==> config.mk <==
export PLATFORM = sky130hd
export DESIGN_NAME = hno_ctrl
export DESIGN_NICKNAME = d
export VERILOG_FILES = /design/src/hw/rtl/hno_pkg.sv /design/src/hw/rtl/hno_ctrl.sv
export SDC_FILE = /design/constraint.sdc
export NUM_CORES = 1
export LEC_CHECK = 0
export BUFFER_PORTS_ARGS = -buffer_cell sky130_fd_sc_hd__buf_4
export CAP_MARGIN = 5
export CORE_UTILIZATION = 49
export DETAILED_ROUTE_END_ITERATION = 8
export GPL_TIMING_DRIVEN = 0
export PLACE_DENSITY = 0.77
export SLEW_MARGIN = 20
export SYNTH_ARGS = -nofsm -noshare
export SYNTH_HDL_FRONTEND = slang
export SYNTH_SLANG_ARGS = --single-unit
==> constraint.sdc <==
create_clock -name i_clk -period 2.2 [get_ports i_clk]
set_input_delay 0.66 -clock i_clk [delete_from_list [all_inputs] [get_ports i_clk]]
set_output_delay 0.66 -clock i_clk [all_outputs]
set_load 0.01 [all_outputs]
==> src/hw/rtl/hno_pkg.sv <==
`timescale 1ns / 1ps
// ----------------------------------------------------------------------------
// hno_pkg
// Types and constants shared by the hexagon neighbour ordering block.
// ----------------------------------------------------------------------------
package hno_pkg;

    localparam int NUM_CORNERS = 6;
    localparam logic [2:0] LAST_CORNER = 3'd5;

    localparam logic [15:0] RADIUS_RESET = 16'd256;
    localparam logic [16:0] SQRT3_HALF_Q16 = 17'd56756;
    localparam logic [31:0] ROUND_HALF_Q16 = 32'd32768;

    localparam logic signed [21:0] Q20_MAX = 22'sd524287;
    localparam logic signed [21:0] Q20_MIN = -22'sd524288;

    typedef enum logic [1:0] {
        MAG_ZERO,
        MAG_HALF,
        MAG_SQRT3,
        MAG_ONE
    } t_mag;

    // Sine and cosine magnitude codes and sign bits for corner k at k*60 degrees.
    localparam t_mag SIN_MAG [NUM_CORNERS] =
        '{MAG_ZERO, MAG_SQRT3, MAG_SQRT3, MAG_ZERO, MAG_SQRT3, MAG_SQRT3};
    localparam t_mag COS_MAG [NUM_CORNERS] =
        '{MAG_ONE, MAG_HALF, MAG_HALF, MAG_ONE, MAG_HALF, MAG_HALF};
    localparam logic [NUM_CORNERS-1:0] SIN_NEG = 6'b110000;
    localparam logic [NUM_CORNERS-1:0] COS_NEG = 6'b011100;

    typedef enum logic [2:0] {
        ST_CLEAR,
        ST_IDLE,
        ST_POINT,
        ST_CELL,
        ST_CHECK,
        ST_EMIT
    } t_state;

    typedef struct packed {
        logic       start;
        logic       point;
        logic       lookup;
        logic       check;
        logic       clr;
        logic       load_out;
        logic [2:0] corner;
        logic [2:0] slot;
    } t_cmd;

    typedef struct packed {
        logic       clr_done;
        logic       out_free;
        logic [2:0] count;
    } t_sts;

endpackage

==> src/hw/rtl/hno_ctrl.sv <==
`timescale 1ns / 1ps
// ----------------------------------------------------------------------------
// hno_ctrl
// Sequencer: map clearing, three steps per corner, then result transfers.
// ----------------------------------------------------------------------------
module hno_ctrl
    import hno_pkg::*;
(
    input  logic i_clk,
    input  logic i_rst_n,
    input  logic i_s_tvalid,
    output logic o_s_tready,
    input  t_sts i_sts,
    output t_cmd o_cmd
);

    t_state     r_state, n_state;
    logic [2:0] r_k, n_k;
    logic [2:0] r_e, n_e;
    logic       w_accept;
    logic       w_emit_last;

    assign w_accept = i_s_tvalid && (r_state == ST_IDLE);
    assign w_emit_last = (i_sts.count == 3'd0) || (r_e == i_sts.count - 3'd1);

    always_ff @(posedge i_clk) begin
        if (!i_rst_n) begin
            r_state <= ST_CLEAR;
            r_k     <= 3'd0;
            r_e     <= 3'd0;
        end else begin
            r_state <= n_state;
            r_k     <= n_k;
            r_e     <= n_e;
        end
    end

    always_comb begin
        n_state = r_state;
        n_k     = r_k;
        n_e     = r_e;
        case (r_state)
            ST_CLEAR: begin
                if (i_sts.clr_done) begin
                    n_state = ST_IDLE;
                end
            end
            ST_IDLE: begin
                if (w_accept) begin
                    n_state = ST_POINT;
                    n_k     = 3'd0;
                end
            end
            ST_POINT: begin
                n_state = ST_CELL;
            end
            ST_CELL: begin
                n_state = ST_CHECK;
            end
            ST_CHECK: begin
                if (r_k == LAST_CORNER) begin
                    n_state = ST_EMIT;
                    n_e     = 3'd0;
                end else begin
                    n_state = ST_POINT;
                    n_k     = r_k + 3'd1;
                end
            end
            ST_EMIT: begin
                if (i_sts.out_free) begin
                    if (w_emit_last) begin
                        n_state = ST_IDLE;
                    end else begin
                        n_e = r_e + 3'd1;
                    end
                end
            end
            default: begin
                n_state = ST_CLEAR;
            end
        endcase
    end

    always_comb begin
        o_cmd        = '0;
        o_cmd.corner = r_k;
        o_cmd.slot   = r_e;
        o_s_tready   = 1'b0;
        case (r_state)
            ST_CLEAR: begin
                o_cmd.clr = 1'b1;
            end
            ST_IDLE: begin
                o_s_tready  = 1'b1;
                o_cmd.start = w_accept;
            end
            ST_POINT: begin
                o_cmd.point = 1'b1;
            end
            ST_CELL: begin
                o_cmd.lookup = 1'b1;
            end
            ST_CHECK: begin
                o_cmd.check = 1'b1;
            end
            ST_EMIT: begin
                o_cmd.load_out = i_sts.out_free;
            end
            default: begin
                o_cmd = '0;
            end
        endcase
    end

endmodule

==> results.cfg <==
[worst_setup_path]
regToRegEndpoint = r_state[1]
reg2regPathDepth = 5
startpoint_type = register
cp_slowest_cell = dfxtp_1
r2r_start = r_k[0]
worstPathRequired_ps = 1540
worstPathArrival_ps = 1370
critPathMaxStageDelay_ps = 420
path_cells = buf_2 > nand2_1 > and2_1 > buf_4
crit_fanout = 10
critPathKind = reg2out
rrSetupSlack_ps = 850
endpoint_kind = primary output

[sta]
setup_viol = 0
fin_skew_ps = 6.025
fmax_mhz = 493.2
finalCritPeriodShare_pct = 92.16
hold_violations = 0
rsz0062_at_grt = no
fin_tns_setup_ps = 0
slew_headroom_pct = 72.01
slew_violations = 0
fin_crit_ps = 2028
tightest_slew_ps = 419.9
worst_slack_ps = 172.4

[clock_tree]
cts_setup_buffers = 0
postCtsHoldBufs = 0
numCtsBuffers = 3
clockBufferDepth = 2
h-tree-depth = 1
cts-resized-gates = 0
cts.clk_slew.worst_paths_ps = 70
cts_tree = done
cts_root_buf = clkbuf_4
clock_sinks = 9
clk_latency_ps = 270

[drt]
drcViolationCount = 0
antenna_left = 0
viasPerCell = 5.364
wl_met3_um = 55
top_layer_used = met4
wl_met2_um = 660
drt-initial-drc-count = 5
wirelength_mm = 1.342
wl_per_cell_um = 11.37
drt-met1-wl_um = 598
vias = 633
drt-pass1-iter-count = 4

[die]
initial_core_util_pct = 52.99
die_height_um = 39.75
rows = 13
io_pins = 21
die_x_um = 39.75
design.core.area_um2 = 1318
dieArea_um2 = 1580

[yosys]
synth_top_family_by_area = simple AND/OR/NAND/NOR gates
synthXorXnorAreaFrac_pct = 6.272
postSynthNetCount = 93
yosys_warnings = 0
synth_area_um2 = 698.2
async_flop_share_pct = 0
avgSynthCellArea_um2 = 8.727
synth.area.mux_share_pct = 5.914
ys_seq_elements = 9
synthAdderAreaFrac_pct = 8.961
synth_flop_cell = dfxtp_1
ys_seq_area_share_pct = 25.81
synth_compound_area_share_pct = 11.83
synth_cells = 80
synth_edf_count = 0
yosys.area_share.simple_pct = 34.41
synth_cell_types = 33

[global_routing]
grt_overflow_total = 0
grt_max_degree = 11
grt_pass1_vias = 508
antenna_found_initial = 0
grt_pass1_wl_mm = 2.070
grt_usage_pct = 19.83

[cells_and_area]
final_core_util_pct = 67.24
final_cell_mix = buf_4 (19), dfxtp_1 (9), and2_1 (7), inv_1 (6), nand3_1 (6)
stdcell_count = 118
num_antenna_cells = 0
layout_commonest_cell = buf_4
n_fill_cell = 128
area_growth_syn_to_layout_pct = 26.88
layout-drive-gt1-share_pct = 34.95
nNetsFinal = 117

[worst_hold_path]
worstHoldEndpoint = r_e[2]
min_from = r_e[2]
hp-class = reg2reg
hold_depth = 2

[power]
peakVddDrop_mv = 0.2590
cellPowerDensity_nw_per_um2 = 448.7
power.leakage_nw = 0.4032

[run]
max_cap_violations = 0

[placement]
io_buffers = 19
place_inst = 114
place_ws_ps = 123.1
dp_hpwl_mm = 1.089
routabilityCongestion = 0.6828

[run_status]
outcome = finished, final reports clean
-- sequential cells by signal, indices dropped and copies added, names as in the netlist --
signal and cells:
r_e 3, r_state 3, r_k 3
-- layout make-up --
type / instances / area [µm²] / share of cell area, %
repair buffers: 19 / 142.6 / 16.10
well taps: 15 / 18.77 / 2.119
inverters: 6 / 22.52 / 2.542
multi-input cells: 61 / 470.5 / 53.11
flip-flops and latches: 9 / 180.2 / 20.34
plain buffers: 4 / 25.02 / 2.825
clock buffers: 4 / 26.28 / 2.966
-- critical path, delay by kind of cell (launching register included) --
family,cells,cell delay [ps]
flops,1,420
buf+inv,2,380
simple gates,2,300
-- metrics by stage --
stage                     hold WS (ps)  area (µm²)  total power [mW]
after floorplan                  478.6       698.2            0.2324
after global placement           508.8       859.6            0.2628
after detailed placement         515.1       859.6            0.2660
after CTS                        524.4       885.9            0.3960
after global routing             540.2       885.9            0.4174
final                            518.3       885.9            0.3975
-- report_power, final --
part | total, mW | leakage (nW) | switching, mW | internal (mW)
Sequential | 0.172 | 0.0729 | 0.00429 | 0.167
Combinational | 0.0901 | 0.315 | 0.0427 | 0.0474
Clock | 0.136 | 0.0150 | 0.0655 | 0.0702
-- worst max-delay path by stage --
| stage | startpoint | to | slack [ps] | cells past startpoint |
|---|---|---|---|---|
| 2_1_floorplan | i_sts[0] | r_e[0] | 300 | 7 |
| 3_3_place_gp | i_sts[0] | r_e[1] | 160 | 8 |
| 3_5_place_dp | i_sts[0] | r_e[1] | 120 | 8 |
| 4_1_cts | r_state[1] | o_cmd[1] | 180 | 4 |
| 5_1_grt | r_state[1] | o_cmd[2] | 90 | 4 |
| 6_report | r_state[1] | o_cmd[1] | 170 | 4 |
-- kinds of logic after synthesis --
logic type / count (synthesis)
multiplexers: 4
XOR/XNOR: 5
buffers and inverters: 10
AND/OR/NAND/NOR: 37
flip-flops: 9
AO/OA/AOI/OAI: 10
adder cells (fa/ha/maj): 5
-- layer usage --
metal | up-vias | global-route usage (%)
met4 | 0 | 7.759
met3 | 5 | 3.977
li1 | 323 | -
met1 | 286 | 24.05
met2 | 19 | 33.61
met5 | - | 0
-- synth_stat cells, types with 2 or more instances --
library cell | n | share of area [%]
a21oi_1 | 3 | 2.1
and2_1 | 7 | 6.3
buf_2 | 2 | 1.4
dfxtp_1 | 9 | 26
ha_1 | 5 | 9.0
inv_1 | 6 | 3.2
mux2i_1 | 3 | 4.3
nand2_1 | 5 | 2.7
nand3_1 | 6 | 4.3
nor2_1 | 4 | 2.1
nor3_1 | 2 | 1.4
nor3b_1 | 2 | 2.1
o31ai_1 | 2 | 2.1
or2_2 | 2 | 1.8
xnor2_1 | 3 | 3.8
xor2_1 | 2 | 2.5
(Power assumes the default switching activity.)
